<file path="config.mk">
export PLATFORM = sky130hd
export DESIGN_NAME = keyframe_vertex_interpolator
export DESIGN_NICKNAME = d
export VERILOG_FILES = /design/src/hdl/kvi_pkg.sv /design/src/hdl/kvi_mul.sv /design/src/hdl/kvi_div.sv /design/src/hdl/keyframe_vertex_interpolator.sv
export SDC_FILE = /design/constraint.sdc
export NUM_CORES = 2
export LEC_CHECK = 0
export ABC_AREA = 1
export ABC_CLOCK_PERIOD_IN_PS = 19600
export BUFFER_PORTS_ARGS = -buffer_cell sky130_fd_sc_hd__buf_4
export CAP_MARGIN = 20
export CELL_PAD_IN_SITES_DETAIL_PLACEMENT = 1
export CELL_PAD_IN_SITES_GLOBAL_PLACEMENT = 2
export CORE_MARGIN = 2
export CORE_UTILIZATION = 25
export CTS_CLUSTER_DIAMETER = 60
export CTS_CLUSTER_SIZE = 30
export DETAILED_ROUTE_END_ITERATION = 10
export PLACE_DENSITY_LB_ADDON = 0.1
export SETUP_SLACK_MARGIN = 0.2
export SLEW_MARGIN = 25
export SYNTH_ARGS = -nofsm -noshare
export SYNTH_HDL_FRONTEND = slang
export SYNTH_SLANG_ARGS = --single-unit
</file>
<file path="constraint.sdc">
create_clock -name aclk -period 19.6 [get_ports aclk]
set_clock_uncertainty 0.05 [all_clocks]
set_input_delay 3.92 -clock aclk [delete_from_list [all_inputs] [get_ports aclk]]
set_output_delay 3.92 -clock aclk [all_outputs]
set_load 0.1 [all_outputs]
</file>
<file path="src/hdl/kvi_pkg.sv">
// Shared types, constants and codes for the keyframe vertex interpolator.
`default_nettype none
package kvi_pkg;

    localparam int MAX_FRAMES = 512;
    localparam int FRAME_W    = $clog2(MAX_FRAMES);
    localparam int COUNT_W    = 10;
    localparam int PERIOD_W   = 16;
    localparam int FIRST_W    = 9;
    localparam int CFG_W      = 16;
    localparam int CFG_ADDR_W = 2;
    localparam int TIME_W     = 25;
    localparam int SUM_W      = 26;
    localparam int WEIGHT_W   = 17;
    localparam int KEY_W      = 32;
    localparam int VTX_W      = 24;
    localparam int POS_W      = 32;
    localparam int S_DATA_W   = 208;
    localparam int M_DATA_W   = 136;

    // shared multiplier operand and product widths
    localparam int MUL_A_W = 34;
    localparam int MUL_B_W = 25;
    localparam int MUL_P_W = MUL_A_W + MUL_B_W;

    // shared divider widths
    localparam int DIV_DVD_W = 33;
    localparam int DIV_DVS_W = 25;
    localparam int DIV_CNT_W = $clog2(DIV_DVD_W + 1);

    localparam logic [WEIGHT_W-1:0] WEIGHT_ONE = WEIGHT_W'(65536);

    localparam logic [CFG_ADDR_W-1:0] REG_FIRST  = 2'd0;
    localparam logic [CFG_ADDR_W-1:0] REG_COUNT  = 2'd1;
    localparam logic [CFG_ADDR_W-1:0] REG_PERIOD = 2'd2;

    localparam logic [1:0] FUNC_TIME = 2'd0;
    localparam logic [1:0] FUNC_KEY  = 2'd1;
    localparam logic [1:0] FUNC_VTX  = 2'd2;
    localparam logic [1:0] FUNC_NONE = 2'd3;

    localparam logic [1:0] AXIS_X    = 2'd0;
    localparam logic [1:0] AXIS_Y    = 2'd1;
    localparam logic [1:0] AXIS_Z    = 2'd2;
    localparam logic [1:0] AXIS_NONE = 2'd3;

    // vertex micro steps, one per cycle for each axis
    localparam logic [3:0] VS_SCALE_A  = 4'd0;
    localparam logic [3:0] VS_SCALE_B  = 4'd1;
    localparam logic [3:0] VS_OFFS_A   = 4'd2;
    localparam logic [3:0] VS_OFFS_B   = 4'd3;
    localparam logic [3:0] VS_VERT_A   = 4'd4;
    localparam logic [3:0] VS_VERT_B   = 4'd5;
    localparam logic [3:0] VS_VERT_SUM = 4'd6;
    localparam logic [3:0] VS_PRODUCT  = 4'd7;
    localparam logic [3:0] VS_ROUND    = 4'd8;
    localparam logic [3:0] VS_STORE    = 4'd9;

    typedef enum logic [3:0] {
        ST_IDLE,
        ST_LEN,
        ST_WRAP_WAIT,
        ST_FRAME,
        ST_FRAME_WAIT,
        ST_WGT,
        ST_WGT_WAIT,
        ST_TIME_OUT,
        ST_VTX,
        ST_DONE
    } state_t;

    typedef struct packed {
        logic                 start;
        logic [DIV_DVD_W-1:0] dividend;
        logic [DIV_DVS_W-1:0] divisor;
    } div_req_t;

    typedef struct packed {
        logic                 done;
        logic [DIV_DVD_W-1:0] quot;
        logic [DIV_DVS_W-1:0] rem;
    } div_rsp_t;

endpackage
`default_nettype wire

</file>
<file path="src/hdl/kvi_mul.sv">
// Shared signed multiplier with registered product.
`default_nettype none
module kvi_mul (
    input  wire logic                                 aclk,
    input  wire logic signed [kvi_pkg::MUL_A_W-1:0]   op_a,
    input  wire logic signed [kvi_pkg::MUL_B_W-1:0]   op_b,
    output logic signed      [kvi_pkg::MUL_P_W-1:0]   prod
);

    logic signed [kvi_pkg::MUL_P_W-1:0] prod_reg;
    logic signed [kvi_pkg::MUL_P_W-1:0] prod_next;

    assign prod_next = kvi_pkg::MUL_P_W'(op_a) * kvi_pkg::MUL_P_W'(op_b);

    always_ff @(posedge aclk) begin
        prod_reg <= prod_next;
    end

    assign prod = prod_reg;

endmodule
`default_nettype wire

</file>
<file path="src/hdl/kvi_div.sv">
// Shared restoring divider, one quotient bit per cycle.
`default_nettype none
module kvi_div (
    input  wire logic              aclk,
    input  wire logic              aresetn,
    input  wire kvi_pkg::div_req_t req,
    output kvi_pkg::div_rsp_t      rsp
);

    logic                            busy_reg, busy_next;
    logic                            done_reg, done_next;
    logic [kvi_pkg::DIV_CNT_W-1:0]   cnt_reg, cnt_next;
    logic [kvi_pkg::DIV_DVS_W-1:0]   rem_reg, rem_next;
    logic [kvi_pkg::DIV_DVD_W-1:0]   quo_reg, quo_next;
    logic [kvi_pkg::DIV_DVS_W-1:0]   dvs_reg, dvs_next;
    logic [kvi_pkg::DIV_DVS_W:0]     shifted;
    logic [kvi_pkg::DIV_DVS_W:0]     diff;

    always_comb begin
        shifted   = {rem_reg, quo_reg[kvi_pkg::DIV_DVD_W-1]};
        diff      = shifted - {1'b0, dvs_reg};
        busy_next = busy_reg;
        done_next = 1'b0;
        cnt_next  = cnt_reg;
        rem_next  = rem_reg;
        quo_next  = quo_reg;
        dvs_next  = dvs_reg;
        if (req.start) begin
            busy_next = 1'b1;
            cnt_next  = kvi_pkg::DIV_CNT_W'(kvi_pkg::DIV_DVD_W);
            rem_next  = '0;
            quo_next  = req.dividend;
            dvs_next  = req.divisor;
        end else if (busy_reg) begin
            // keep the partial remainder only when the trial subtract goes negative
            if (!diff[kvi_pkg::DIV_DVS_W]) begin
                rem_next = diff[kvi_pkg::DIV_DVS_W-1:0];
            end else begin
                rem_next = shifted[kvi_pkg::DIV_DVS_W-1:0];
            end
            quo_next = {quo_reg[kvi_pkg::DIV_DVD_W-2:0], ~diff[kvi_pkg::DIV_DVS_W]};
            cnt_next = cnt_reg - kvi_pkg::DIV_CNT_W'(1);
            if (cnt_reg == kvi_pkg::DIV_CNT_W'(1)) begin
                busy_next = 1'b0;
                done_next = 1'b1;
            end
        end
    end

    always_ff @(posedge aclk) begin
        if (!aresetn) begin
            busy_reg <= 1'b0;
            done_reg <= 1'b0;
            cnt_reg  <= '0;
        end else begin
            busy_reg <= busy_next;
            done_reg <= done_next;
            cnt_reg  <= cnt_next;
        end
        rem_reg <= rem_next;
        quo_reg <= quo_next;
        dvs_reg <= dvs_next;
    end

    assign rsp.done = done_reg;
    assign rsp.quot = quo_reg;
    assign rsp.rem  = rem_reg;

endmodule
`default_nettype wire

</file>
<file path="src/hdl/keyframe_vertex_interpolator.sv">
// Top level: sequencer, key store and result register of the keyframe interpolator.
//
// Input transfers arrive on s_tvalid/s_tready with the function code on s_tuser.
// A time item adds ticks to the animation time, wraps it into the cycle and
// returns both key frames and the Q1.16 blend weight. A key item stores the
// scale and offset of one axis. A vertex item blends two byte vertices with the
// stored weight and returns the Q16.16 position on m_tdata.
// The block takes one item at a time; s_tready is high only while idle.
// Vertex items take ten steps per axis on the shared multiplier; time items
// take up to three passes of the 33-step serial divider, the wrap pass only
// when the time wraps. Key and unknown items go straight to the done state.
// The configuration port writes registers at any edge with cfg_wr_en high and
// must only be used while idle.
// Reset clears the animation time, the weight and the registers to their
// defaults; the key store holds nothing valid until written.
// When the receiver stalls, the result is held on m_tdata; a later item waits
// in the done state until that result is taken before returning to idle.
`default_nettype none
module keyframe_vertex_interpolator (
    input  wire logic                              aclk,
    input  wire logic                              aresetn,
    input  wire logic                              cfg_wr_en,
    input  wire logic [kvi_pkg::CFG_ADDR_W-1:0]    cfg_addr,
    input  wire logic [kvi_pkg::CFG_W-1:0]         cfg_wr_data,
    input  wire logic                              s_tvalid,
    output logic                                   s_tready,
    // tick_delta, axis, scale_first, offset_first, scale_second, offset_second,
    // packed_vertex_first, packed_vertex_second, zero fill
    input  wire logic [kvi_pkg::S_DATA_W-1:0]      s_tdata,
    // func
    input  wire logic [1:0]                        s_tuser,
    output logic                                   m_tvalid,
    input  wire logic                              m_tready,
    // key_frame_first, key_frame_second, blend_weight, pos_x, pos_y, pos_z, zero fill
    output logic [kvi_pkg::M_DATA_W-1:0]           m_tdata
);

    localparam int ACC_W = kvi_pkg::MUL_P_W + 1;
    localparam int VAL_W = ACC_W - 16;

    kvi_pkg::state_t state_reg, state_next;

    logic [kvi_pkg::FIRST_W-1:0]   first_reg;
    logic [kvi_pkg::COUNT_W-1:0]   count_reg;
    logic [kvi_pkg::PERIOD_W-1:0]  period_reg;
    logic [kvi_pkg::TIME_W-1:0]    anim_reg, anim_next;
    logic [kvi_pkg::WEIGHT_W-1:0]  weight_reg, weight_next;
    logic [kvi_pkg::SUM_W-1:0]     t_reg, t_next;
    logic [kvi_pkg::COUNT_W-1:0]   k_reg, k_next;
    logic [kvi_pkg::PERIOD_W-1:0]  r_reg, r_next;
    logic [kvi_pkg::VTX_W-1:0]     pva_reg, pva_next;
    logic [kvi_pkg::VTX_W-1:0]     pvb_reg, pvb_next;
    logic [3:0]                    step_reg, step_next;
    logic [1:0]                    axis_reg, axis_next;
    logic signed [kvi_pkg::MUL_P_W-1:0] acc_reg, acc_next;
    logic signed [kvi_pkg::MUL_A_W-1:0] sc_reg, sc_next;
    logic [kvi_pkg::MUL_B_W-1:0]   vq_reg, vq_next;
    logic signed [VAL_W-1:0]       val_reg, val_next;

    logic [kvi_pkg::FRAME_W-1:0]   res_kf1_reg, res_kf1_next;
    logic [kvi_pkg::FRAME_W-1:0]   res_kf2_reg, res_kf2_next;
    logic [kvi_pkg::WEIGHT_W-1:0]  res_bw_reg, res_bw_next;
    logic [kvi_pkg::POS_W-1:0]     res_x_reg, res_x_next;
    logic [kvi_pkg::POS_W-1:0]     res_y_reg, res_y_next;
    logic [kvi_pkg::POS_W-1:0]     res_z_reg, res_z_next;
    logic                          m_valid_reg, m_valid_next;
    logic [kvi_pkg::M_DATA_W-1:0]  m_data_reg, m_data_next;

    logic signed [kvi_pkg::KEY_W-1:0] key_sf_reg [3];
    logic signed [kvi_pkg::KEY_W-1:0] key_of_reg [3];
    logic signed [kvi_pkg::KEY_W-1:0] key_ss_reg [3];
    logic signed [kvi_pkg::KEY_W-1:0] key_os_reg [3];

    logic                          s_xfer;
    logic                          out_free;
    logic                          key_we;
    logic [kvi_pkg::COUNT_W-1:0]   count_eff;
    logic [kvi_pkg::PERIOD_W-1:0]  period_eff;
    logic [kvi_pkg::WEIGHT_W-1:0]  inv_weight;
    logic [7:0]                    byte_a, byte_b;
    logic signed [kvi_pkg::MUL_A_W-1:0] op_a;
    logic signed [kvi_pkg::MUL_B_W-1:0] op_b;
    logic signed [kvi_pkg::MUL_P_W-1:0] prod;
    logic signed [ACC_W-1:0]       round_sum;
    logic signed [VAL_W:0]         val_signed;
    logic [kvi_pkg::POS_W-1:0]     val_sat;
    logic [kvi_pkg::FRAME_W-1:0]   frame_a, frame_b;
    kvi_pkg::div_req_t             div_req;
    kvi_pkg::div_rsp_t             div_rsp;

    kvi_mul u_mul (
        .aclk (aclk),
        .op_a (op_a),
        .op_b (op_b),
        .prod (prod)
    );

    kvi_div u_div (
        .aclk    (aclk),
        .aresetn (aresetn),
        .req     (div_req),
        .rsp     (div_rsp)
    );

    assign s_tready = (state_reg == kvi_pkg::ST_IDLE) && aresetn;
    assign s_xfer   = s_tvalid && s_tready;
    assign out_free = !m_valid_reg || m_tready;
    assign m_tvalid = m_valid_reg;
    assign m_tdata  = m_data_reg;

    // clamp the cycle registers to their legal ranges
    always_comb begin
        if (count_reg == '0) begin
            count_eff = kvi_pkg::COUNT_W'(1);
        end else if (count_reg > kvi_pkg::COUNT_W'(kvi_pkg::MAX_FRAMES)) begin
            count_eff = kvi_pkg::COUNT_W'(kvi_pkg::MAX_FRAMES);
        end else begin
            count_eff = count_reg;
        end
        period_eff = (period_reg == '0) ? kvi_pkg::PERIOD_W'(1) : period_reg;
    end

    assign inv_weight = kvi_pkg::WEIGHT_ONE - weight_reg;

    always_comb begin
        unique case (axis_reg)
            kvi_pkg::AXIS_X: begin
                byte_a = pva_reg[7:0];
                byte_b = pvb_reg[7:0];
            end
            kvi_pkg::AXIS_Y: begin
                byte_a = pva_reg[15:8];
                byte_b = pvb_reg[15:8];
            end
            default: begin
                byte_a = pva_reg[23:16];
                byte_b = pvb_reg[23:16];
            end
        endcase
    end

    // shared multiplier operand select
    always_comb begin
        op_a = '0;
        op_b = '0;
        if (state_reg == kvi_pkg::ST_IDLE) begin
            op_a = $signed({{(kvi_pkg::MUL_A_W - kvi_pkg::COUNT_W){1'b0}}, count_eff});
            op_b = $signed({{(kvi_pkg::MUL_B_W - kvi_pkg::PERIOD_W){1'b0}}, period_eff});
        end else if (state_reg == kvi_pkg::ST_VTX) begin
            unique case (step_reg)
                kvi_pkg::VS_SCALE_A: begin
                    op_a = kvi_pkg::MUL_A_W'(key_sf_reg[axis_reg]);
                    op_b = $signed({8'b0, inv_weight});
                end
                kvi_pkg::VS_SCALE_B: begin
                    op_a = kvi_pkg::MUL_A_W'(key_ss_reg[axis_reg]);
                    op_b = $signed({8'b0, weight_reg});
                end
                kvi_pkg::VS_OFFS_A: begin
                    op_a = kvi_pkg::MUL_A_W'(key_of_reg[axis_reg]);
                    op_b = $signed({8'b0, inv_weight});
                end
                kvi_pkg::VS_OFFS_B: begin
                    op_a = kvi_pkg::MUL_A_W'(key_os_reg[axis_reg]);
                    op_b = $signed({8'b0, weight_reg});
                end
                kvi_pkg::VS_VERT_A: begin
                    op_a = $signed({26'b0, byte_a});
                    op_b = $signed({8'b0, inv_weight});
                end
                kvi_pkg::VS_VERT_B: begin
                    op_a = $signed({26'b0, byte_b});
                    op_b = $signed({8'b0, weight_reg});
                end
                kvi_pkg::VS_PRODUCT: begin
                    op_a = sc_reg;
                    op_b = $signed(vq_reg);
                end
                default: begin
                    op_a = '0;
                    op_b = '0;
                end
            endcase
        end
    end

    // round to nearest at bit 16, ties upward
    assign round_sum = ACC_W'(acc_reg) + ACC_W'(prod) + ACC_W'(32768);

    always_comb begin
        if (axis_reg == kvi_pkg::AXIS_Y) begin
            val_signed = -(VAL_W + 1)'(val_reg);
        end else begin
            val_signed = (VAL_W + 1)'(val_reg);
        end
        if (val_signed > (VAL_W + 1)'(64'sd2147483647)) begin
            val_sat = 32'h7FFF_FFFF;
        end else if (val_signed < -(VAL_W + 1)'(64'sd2147483648)) begin
            val_sat = 32'h8000_0000;
        end else begin
            val_sat = val_signed[kvi_pkg::POS_W-1:0];
        end
    end

    always_comb begin
        frame_a = first_reg + k_reg[kvi_pkg::FRAME_W-1:0];
        if ((k_reg + kvi_pkg::COUNT_W'(1)) < count_eff) begin
            frame_b = frame_a + kvi_pkg::FRAME_W'(1);
        end else begin
            frame_b = first_reg;
        end
    end

    // next state
    always_comb begin
        state_next = state_reg;
        unique case (state_reg)
            kvi_pkg::ST_IDLE: begin
                if (s_xfer) begin
                    if (s_tuser == kvi_pkg::FUNC_TIME) begin
                        state_next = kvi_pkg::ST_LEN;
                    end else if (s_tuser == kvi_pkg::FUNC_VTX) begin
                        state_next = kvi_pkg::ST_VTX;
                    end else begin
                        state_next = kvi_pkg::ST_DONE;
                    end
                end
            end
            kvi_pkg::ST_LEN: begin
                if (t_reg > kvi_pkg::SUM_W'(prod[kvi_pkg::TIME_W-1:0])) begin
                    state_next = kvi_pkg::ST_WRAP_WAIT;
                end else begin
                    state_next = kvi_pkg::ST_FRAME;
                end
            end
            kvi_pkg::ST_WRAP_WAIT: begin
                if (div_rsp.done) state_next = kvi_pkg::ST_FRAME;
            end
            kvi_pkg::ST_FRAME: begin
                if (t_reg == '0) begin
                    state_next = kvi_pkg::ST_TIME_OUT;
                end else begin
                    state_next = kvi_pkg::ST_FRAME_WAIT;
                end
            end
            kvi_pkg::ST_FRAME_WAIT: begin
                if (div_rsp.done) state_next = kvi_pkg::ST_WGT;
            end
            kvi_pkg::ST_WGT: begin
                state_next = kvi_pkg::ST_WGT_WAIT;
            end
            kvi_pkg::ST_WGT_WAIT: begin
                if (div_rsp.done) state_next = kvi_pkg::ST_TIME_OUT;
            end
            kvi_pkg::ST_TIME_OUT: begin
                state_next = kvi_pkg::ST_DONE;
            end
            kvi_pkg::ST_VTX: begin
                if (step_reg == kvi_pkg::VS_STORE && axis_reg == kvi_pkg::AXIS_Z) begin
                    state_next = kvi_pkg::ST_DONE;
                end
            end
            kvi_pkg::ST_DONE: begin
                if (out_free) state_next = kvi_pkg::ST_IDLE;
            end
            default: state_next = kvi_pkg::ST_IDLE;
        endcase
    end

    // datapath and outputs
    always_comb begin
        anim_next    = anim_reg;
        weight_next  = weight_reg;
        t_next       = t_reg;
        k_next       = k_reg;
        r_next       = r_reg;
        pva_next     = pva_reg;
        pvb_next     = pvb_reg;
        step_next    = step_reg;
        axis_next    = axis_reg;
        acc_next     = acc_reg;
        sc_next      = sc_reg;
        vq_next      = vq_reg;
        val_next     = val_reg;
        res_kf1_next = res_kf1_reg;
        res_kf2_next = res_kf2_reg;
        res_bw_next  = res_bw_reg;
        res_x_next   = res_x_reg;
        res_y_next   = res_y_reg;
        res_z_next   = res_z_reg;
        m_valid_next = m_valid_reg && !m_tready;
        m_data_next  = m_data_reg;
        key_we       = 1'b0;
        div_req      = '0;

        unique case (state_reg)
            kvi_pkg::ST_IDLE: begin
                if (s_xfer) begin
                    t_next       = kvi_pkg::SUM_W'(anim_reg) + kvi_pkg::SUM_W'(s_tdata[23:0]);
                    pva_next     = s_tdata[177:154];
                    pvb_next     = s_tdata[201:178];
                    step_next    = kvi_pkg::VS_SCALE_A;
                    axis_next    = kvi_pkg::AXIS_X;
                    res_kf1_next = '0;
                    res_kf2_next = '0;
                    res_bw_next  = '0;
                    res_x_next   = '0;
                    res_y_next   = '0;
                    res_z_next   = '0;
                    key_we = (s_tuser == kvi_pkg::FUNC_KEY) &&
                             (s_tdata[25:24] != kvi_pkg::AXIS_NONE);
                end
            end
            kvi_pkg::ST_LEN: begin
                // prod holds the cycle length here
                if (t_reg > kvi_pkg::SUM_W'(prod[kvi_pkg::TIME_W-1:0])) begin
                    div_req.start    = 1'b1;
                    div_req.dividend = kvi_pkg::DIV_DVD_W'(t_reg - kvi_pkg::SUM_W'(1));
                    div_req.divisor  = prod[kvi_pkg::DIV_DVS_W-1:0];
                end
            end
            kvi_pkg::ST_WRAP_WAIT: begin
                if (div_rsp.done) begin
                    t_next = kvi_pkg::SUM_W'(div_rsp.rem) + kvi_pkg::SUM_W'(1);
                end
            end
            kvi_pkg::ST_FRAME: begin
                anim_next = t_reg[kvi_pkg::TIME_W-1:0];
                if (t_reg == '0) begin
                    k_next      = '0;
                    weight_next = '0;
                end else begin
                    div_req.start    = 1'b1;
                    div_req.dividend = kvi_pkg::DIV_DVD_W'(t_reg - kvi_pkg::SUM_W'(1));
                    div_req.divisor  = kvi_pkg::DIV_DVS_W'(period_eff);
                end
            end
            kvi_pkg::ST_FRAME_WAIT: begin
                if (div_rsp.done) begin
                    k_next = div_rsp.quot[kvi_pkg::COUNT_W-1:0];
                    r_next = div_rsp.rem[kvi_pkg::PERIOD_W-1:0] + kvi_pkg::PERIOD_W'(1);
                end
            end
            kvi_pkg::ST_WGT: begin
                div_req.start    = 1'b1;
                div_req.dividend = kvi_pkg::DIV_DVD_W'({r_reg, 16'b0});
                div_req.divisor  = kvi_pkg::DIV_DVS_W'(period_eff);
            end
            kvi_pkg::ST_WGT_WAIT: begin
                if (div_rsp.done) begin
                    weight_next = div_rsp.quot[kvi_pkg::WEIGHT_W-1:0];
                end
            end
            kvi_pkg::ST_TIME_OUT: begin
                res_kf1_next = frame_a;
                res_kf2_next = frame_b;
                res_bw_next  = weight_reg;
            end
            kvi_pkg::ST_VTX: begin
                step_next = step_reg + 4'd1;
                unique case (step_reg)
                    kvi_pkg::VS_SCALE_B: acc_next = prod;
                    kvi_pkg::VS_OFFS_A:  sc_next  = round_sum[49:16];
                    kvi_pkg::VS_OFFS_B:  acc_next = prod;
                    kvi_pkg::VS_VERT_A:  acc_next = acc_reg + prod;
                    kvi_pkg::VS_VERT_B:  vq_next  = prod[kvi_pkg::MUL_B_W-1:0];
                    kvi_pkg::VS_VERT_SUM: begin
                        vq_next = vq_reg + prod[kvi_pkg::MUL_B_W-1:0];
                    end
                    kvi_pkg::VS_ROUND: val_next = round_sum[ACC_W-1:16];
                    kvi_pkg::VS_STORE: begin
                        step_next = kvi_pkg::VS_SCALE_A;
                        axis_next = axis_reg + 2'd1;
                        // y and z swap places on the way out
                        if (axis_reg == kvi_pkg::AXIS_X) begin
                            res_x_next = val_sat;
                        end else if (axis_reg == kvi_pkg::AXIS_Y) begin
                            res_z_next = val_sat;
                        end else begin
                            res_y_next = val_sat;
                        end
                    end
                    default: begin
                    end
                endcase
            end
            kvi_pkg::ST_DONE: begin
                if (out_free) begin
                    m_valid_next = 1'b1;
                    m_data_next  = {5'b0, res_z_reg, res_y_reg, res_x_reg, res_bw_reg,
                                    res_kf2_reg, res_kf1_reg};
                end
            end
            default: begin
            end
        endcase
    end

    always_ff @(posedge aclk) begin
        if (!aresetn) begin
            state_reg   <= kvi_pkg::ST_IDLE;
            first_reg   <= '0;
            count_reg   <= kvi_pkg::COUNT_W'(1);
            period_reg  <= kvi_pkg::PERIOD_W'(100);
            anim_reg    <= '0;
            weight_reg  <= '0;
            step_reg    <= kvi_pkg::VS_SCALE_A;
            axis_reg    <= kvi_pkg::AXIS_X;
            m_valid_reg <= 1'b0;
        end else begin
            state_reg   <= state_next;
            anim_reg    <= anim_next;
            weight_reg  <= weight_next;
            step_reg    <= step_next;
            axis_reg    <= axis_next;
            m_valid_reg <= m_valid_next;
            if (cfg_wr_en) begin
                unique case (cfg_addr)
                    kvi_pkg::REG_FIRST:  first_reg  <= cfg_wr_data[kvi_pkg::FIRST_W-1:0];
                    kvi_pkg::REG_COUNT:  count_reg  <= cfg_wr_data[kvi_pkg::COUNT_W-1:0];
                    kvi_pkg::REG_PERIOD: period_reg <= cfg_wr_data;
                    default: begin
                    end
                endcase
            end
        end
        t_reg       <= t_next;
        k_reg       <= k_next;
        r_reg       <= r_next;
        pva_reg     <= pva_next;
        pvb_reg     <= pvb_next;
        acc_reg     <= acc_next;
        sc_reg      <= sc_next;
        vq_reg      <= vq_next;
        val_reg     <= val_next;
        res_kf1_reg <= res_kf1_next;
        res_kf2_reg <= res_kf2_next;
        res_bw_reg  <= res_bw_next;
        res_x_reg   <= res_x_next;
        res_y_reg   <= res_y_next;
        res_z_reg   <= res_z_next;
        m_data_reg  <= m_data_next;
        if (key_we) begin
            key_sf_reg[s_tdata[25:24]] <= s_tdata[57:26];
            key_of_reg[s_tdata[25:24]] <= s_tdata[89:58];
            key_ss_reg[s_tdata[25:24]] <= s_tdata[121:90];
            key_os_reg[s_tdata[25:24]] <= s_tdata[153:122];
        end
    end

endmodule
`default_nettype wire

</file>
Word level (Yosys, flattened, before mapping)
Memories as Yosys holds them, arrays and structs flattened. A register that Yosys moved wholly into a read port is not among the register bits.
Index checks and enable logic that the tools add are counted.
Widths: inputs -> output; s select.
Storage, ports and cells
  bits in registers: 762
  latch bits: 0
  RAM bits: 384
  bits in read-only memories: 0
  input port bits: 233
  output and inout bits: 138
  logic and storage cells: 236
  memories: 4
Memory list
  key_of_reg: depth 3, bits a word 32, read ports 1, clocked after Yosys merged registers in 1, wr ports 1, line keyframe_vertex_interpolator.sv:70  | logic signed [kvi_pkg::KEY_W-1:0] key_of_reg [3];
  key_os_reg: depth 3, bits a word 32, read ports 1, clocked after Yosys merged registers in 1, wr ports 1, line keyframe_vertex_interpolator.sv:72  | logic signed [kvi_pkg::KEY_W-1:0] key_os_reg [3];
  key_sf_reg: depth 3, bits a word 32, read ports 1, clocked after Yosys merged registers in 1, wr ports 1, line keyframe_vertex_interpolator.sv:69  | logic signed [kvi_pkg::KEY_W-1:0] key_sf_reg [3];
  key_ss_reg: depth 3, bits a word 32, read ports 1, clocked after Yosys merged registers in 1, wr ports 1, line keyframe_vertex_interpolator.sv:71  | logic signed [kvi_pkg::KEY_W-1:0] key_ss_reg [3];
Cells by class
  add/subtract/negate cells: 17
  multipliers: 1
  div/mod/pow operators: 0
  $lt $le $gt $ge: 5
  equality and inequality tests: 38
  shift-type cells: 0
  muxes and demuxes: 86
  bitwise logic cells: 3
  reduce and logical (&&, ||, !) cells: 49
Operator list (count)
  $mux 32: 11
  $pmux 34 s7: 1
  $pmux 32 s2: 3
  $pmux 59 s3: 1
  $mux 59: 2
  $pmux 59 s2: 1
  $mux 25: 3
  $pmux 25 s3: 1
  $mux 34: 2
  $pmux 17 s2: 2
  $mux 33: 2
  $add 59x59->60: 1
  $add 60x17->60 const B: 1
  $add 59x59->59: 1
  $mul 34x25->59: 1
  $mux 26: 2
  $pmux 26 s2: 1
  $mux 17: 3
  $pmux 25 s2: 1
  $gt 45x32->1 const B: 1
  $lt 45x32->1 const B: 1
  $mux 45: 1
  $neg 44->45: 1
  $mux 10: 4
  other kinds (54): 151

Depth between registers and ports, before layout
  depth in word-level cells: 9
  depth in mapped cells: 42
  depth with buffers taken out: 41

Cells and area by module
A second synthesis with hierarchy kept.
Second synthesis, totals
  cell total of the unflattened synthesis: 10678
  area total of the unflattened synthesis: 92213.4 sq um
Modules (own cells, without submodules)
  keyframe_vertex_interpolator: instances 1, cells each 5410, area an instance 52577.9 sq um, seq. area each 29067.9 sq um
  kvi_mul: instances 1, cells each 4427, area an instance 33793.7 sq um, seq. area each 1181.1 sq um
  kvi_div: instances 1, cells each 841, area an instance 5841.9 sq um, seq. area each 2402.3 sq um

Least setup slack after synthesis
No wires, ideal clock.
  path type: in2reg
  from: input port aresetn
  to: memory key_of_reg[0][0] in the netlist's numbering (enable)
  setup time: 0.617 ns
  arrival time: 11.541 ns
  required time: 18.933 ns
  path slack: 7.392 ns
  stages: 6
  buffers on the path: 0
  path through: clkinv_1 > nor2_1 > nand2_1 > a2111oi_0 > nand2_1 > nor2_1
On the way
  cells in the longest elaborated chain, start to end: 6
Ends and longest elaborated chain
  start, declared: line keyframe_vertex_interpolator.sv:21  | input wire logic aresetn,
  $logic_and 1x1->1: line keyframe_vertex_interpolator.sv:105  | assign s_tready = (state_reg == kvi_pkg::ST_IDLE) && aresetn;
  net s_tready: line keyframe_vertex_interpolator.sv:26  | output logic s_tready,
  $logic_and 1x1->1: line keyframe_vertex_interpolator.sv:106  | assign s_xfer = s_tvalid && s_tready;
  $mux 1: line keyframe_vertex_interpolator.sv:298  | if (s_xfer) begin
  $mux 1: line keyframe_vertex_interpolator.sv:296  | unique case (state_reg)
  $mux 1: line keyframe_vertex_interpolator.sv:443  | if (key_we) begin
  $mux 1 (not written as such): line keyframe_vertex_interpolator.sv:445  | key_of_reg[s_tdata[25:24]] <= s_tdata[89:58];
  end, declared: line keyframe_vertex_interpolator.sv:70
The timed path passes the listed nets, and every way through them passes these cells.

Final worst setup path
  from: register step_reg[2]
  to: register u_mul.prod_reg, in the netlist u_mul.prod[31]
On the way
  cells in the longest elaborated chain, start to end: 6
  elaborated cells on any way between the ends: 16
  those cells by class: mul (1); eq/ne (6); mux (6); reduce/logical (3)
Ends and longest elaborated chain
  start, declared: line keyframe_vertex_interpolator.sv:53  | logic [3:0] step_reg, step_next;
  start signal, assigned: line keyframe_vertex_interpolator.sv:407  | step_reg <= kvi_pkg::VS_SCALE_A;
  start signal, assigned: line keyframe_vertex_interpolator.sv:414  | step_reg <= step_next;
  $eq 4x3->1, or another cell as far along: line keyframe_vertex_interpolator.sv:150  | unique case (step_reg)
  $reduce_or 3->1 (no line)
  $pmux 25 s3: line keyframe_vertex_interpolator.sv:150
  $mux 25: line keyframe_vertex_interpolator.sv:149  | end else if (state_reg == kvi_pkg::ST_VTX) begin
  $mux 25: line keyframe_vertex_interpolator.sv:146  | if (state_reg == kvi_pkg::ST_IDLE) begin
  $mul 34x25->59 (*): line kvi_mul.sv:13  | assign prod_next = kvi_pkg::MUL_P_W'(op_a) * kvi_pkg::MUL_P_W'(op_b);
  net u_mul.prod_next (one bit): line kvi_mul.sv:11  | logic signed [kvi_pkg::MUL_P_W-1:0] prod_next;
  end signal, assigned: line kvi_mul.sv:16  | prod_reg <= prod_next;
  end, declared: line kvi_mul.sv:10  | logic signed [kvi_pkg::MUL_P_W-1:0] prod_reg;
The timed path passes the listed nets; every way through them passes the cells marked *.
A chain may end at the register's enable or synchronous reset.

==> results.cfg <==
[critical_path]
arrival_ps = 11870
startpoint_type = flop
r2r_slack_ps = 8340
cp_max_fo = 34
crit_required_ps = 20210
endpoint_kind = flop
crit_slowest_cell = inv_1
crit_type = reg2reg
critPathMaxStageDelay_ps = 870

[floorplan]
pin_count = 371
core_area_mm2 = 0.353
dieArea_mm2 = 0.360
die_h_um = 600
die_w_um = 600
initial_utilization_pct = 25.1
row_count = 218

[finish]
fillers = 40789
mostFrequentLayoutCells = nand2_1 (1,992), inv_1 (1,616), nor2_1 (967)
multi_input_area_mm2 = 0.0487
num-nets-final = 11599
drive_above_1_share_pct = 8.58
mostFrequentLayoutCell = nand2_1
syn_to_final_growth_pct = 15.3
largest_reg_flops = 131
seq_area_mm2 = 0.0327

[placement]
dp_slack_ps = 8270
io_buffers = 359
dp_hpwl_um = 308000
gp_congestion = 0.874

[cts]
clockRootBuffer = clkbuf_16
clk_pin_slew_ps = 80
cts_buffers = 146
htree_levels = 4
clockBufferDepth = 4
cts_hold_buffers = 0
worstSkewPairLatency_ps = 830
clock_sink_count = 1148
cts_tree = done
cts_setup_buffers = 0
post_cts_resized = 0

[global_routing]
grt_pass1_wl_um = 545000
grt_max_degree = 129
grt_overflow = 0
grtUsageTotal_pct = 21.0
antenna_found_initial = 25
grt_pass1_vias = 74753

[synth]
yosysWarnings = 0
synthFlopType = edfxtp_1
synthArstFlopShare_pct = 0
avgSynthCellArea_um2 = 9.14
synth_edf_count = 966
seq_area_frac_synth_pct = 36.8
syn-cell-area_mm2 = 0.0887
synthCells = 9701
ys_ff_latch = 1148
ys_types = 65

[detailed_routing]
drt_wl_total_um = 381000
num_vias = 68970
dr.first_iter.drc_count = 4146
drcViolationCount = 0
dr.pass1.iters = 5
final_antenna_net_count = 0
wire_per_inst_um = 25.6
viasPerCell = 4.63

[power]
p_leak_nw = 42.9
ir_drop_mv = 0.0660
power_w = 0.0117
p_per_area_mw_per_mm2 = 114

[status]
status = completed

[timing]
timing.slew.headroom_pct = 31.1
post-route-period-util_pct = 57.5
max_freq_mhz = 88.8
hold_viol = 0
worst_slack_ps = 8340
worst_pin_slew_ps = 1030
setup_violations = 0
report.final.slew_viol_count = 0
fin_tns_setup_ps = 0
rsz0062_at_grt = no
timing.final.crit_period_ps = 11260

[run]
maxCapViolCount = 0

[worst_hold_path]
worstHoldPathType = reg2reg
## cell type report
| cell class | count | share of cell area [%] |
|---|---|---|
| inverters | 1649 | 6.06 |
| clock inverters | 92 | 1.13 |
| repair buffers | 493 | 3.70 |
| well taps | 4730 | 5.79 |
| multi-input cells | 6599 | 47.6 |
| diodes | 17 | 0.0416 |
| clock buffers | 170 | 3.78 |
| flip-flops and latches | 1148 | 31.9 |
## metal layers
metal	vias up	wire [µm]	GRT usage, %	share of wire, %
met5	-	98	0	0.026
met1	35674	179000	29.3	47
met2	1150	179000	35.2	47
li1	31828	-	-	-
met3	304	13600	2.00	3.6
met4	14	8550	4.45	2.2
## kinds of logic (layout without fill, tap and decap cells)
| logic type | Yosys count | in the layout | synth area share [%] |
|---|---|---|---|
| compound gates | 1423 | 1423 | 9.05 |
| fa+ha+maj | 1329 | 1329 | 26.6 |
| buf+inv | 1958 | 2404 | 8.57 |
| other cells | 1 | 22 | 0.00423 |
| simple gates | 3575 | 3575 | 16.3 |
| xor+xnor | 267 | 267 | 2.64 |
| flops | 1148 | 1148 | 36.8 |
## stage by stage
stage | hold WS (ps) | std cells | utilization [%] | area (µm²)
CTS | 327 | 14881 | 29.0 | 102000
global route | 346 | 14886 | 29.0 | 102000
floorplan | 350 | 9705 | - | 88700
global placement | 352 | 14617 | 27.5 | 97200
detailed placement | 355 | 14619 | 27.5 | 97200
finish | 356 | 14898 | 29.0 | 102000
## synthesized netlist by cell type (12+ instances only)
| cell | instances | area share (%) |
|---|---|---|
| inv_2 | 21 | 0.089 |
| xnor2_1 | 97 | 0.96 |
| nor3_1 | 74 | 0.42 |
| o21ai_0 | 461 | 2.6 |
| xor2_1 | 170 | 1.7 |
| nand4_1 | 58 | 0.41 |
| nand2_1 | 1994 | 8.4 |
| buf_1 | 23 | 0.097 |
| buf_2 | 122 | 0.69 |
| buf_4 | 13 | 0.11 |
| fa_1 | 925 | 21 |
| nor2_1 | 978 | 4.1 |
| a21o_1 | 35 | 0.30 |
| o2111ai_1 | 25 | 0.25 |
| o21bai_1 | 30 | 0.25 |
| clkbuf_1 | 145 | 0.61 |
| or2_2 | 43 | 0.30 |
| inv_1 | 1617 | 6.8 |
| ha_1 | 404 | 5.7 |
| edfxtp_1 | 966 | 33 |
| nand3b_1 | 12 | 0.10 |
| a21oi_1 | 563 | 3.2 |
| o22ai_1 | 59 | 0.42 |
| a31oi_1 | 55 | 0.39 |
| a21boi_0 | 13 | 0.11 |
| o211ai_1 | 78 | 0.66 |
| nor4_1 | 23 | 0.16 |
| o21a_1 | 12 | 0.10 |
| dfxtp_1 | 182 | 4.1 |
| nand3_1 | 342 | 1.9 |
| o21ai_1 | 26 | 0.15 |
## worst max-delay path, delay by kind of cell, from the launching register on
family / cells / cell delay [ps]
AO/OA/AOI/OAI: 7 / 2080
XOR/XNOR: 1 / 400
adder cells (fa/ha/maj): 8 / 4050
buffers and inverters: 9 / 1910
flip-flops: 1 / 470
AND/OR/NAND/NOR: 5 / 2020
## report_power, final
group	switching, W	internal [W]	leakage, nW
Clock	0.00122	0.00160	2.40
Sequential	0.000269	0.00314	10.3
Combinational	0.00392	0.00150	30.2
Total	0.00541	0.00624	42.9
## final timing paths
path | cells after the start | start | end
max reg2reg | 30 | step_reg[2] | u_mul.prod[31]
min reg2reg | 0 | res_y_reg[30] | m_tdata[97]
max | 30 | step_reg[2] | u_mul.prod[31]
min | 0 | res_y_reg[30] | m_tdata[97]
(Power assumes the default switching activity.)
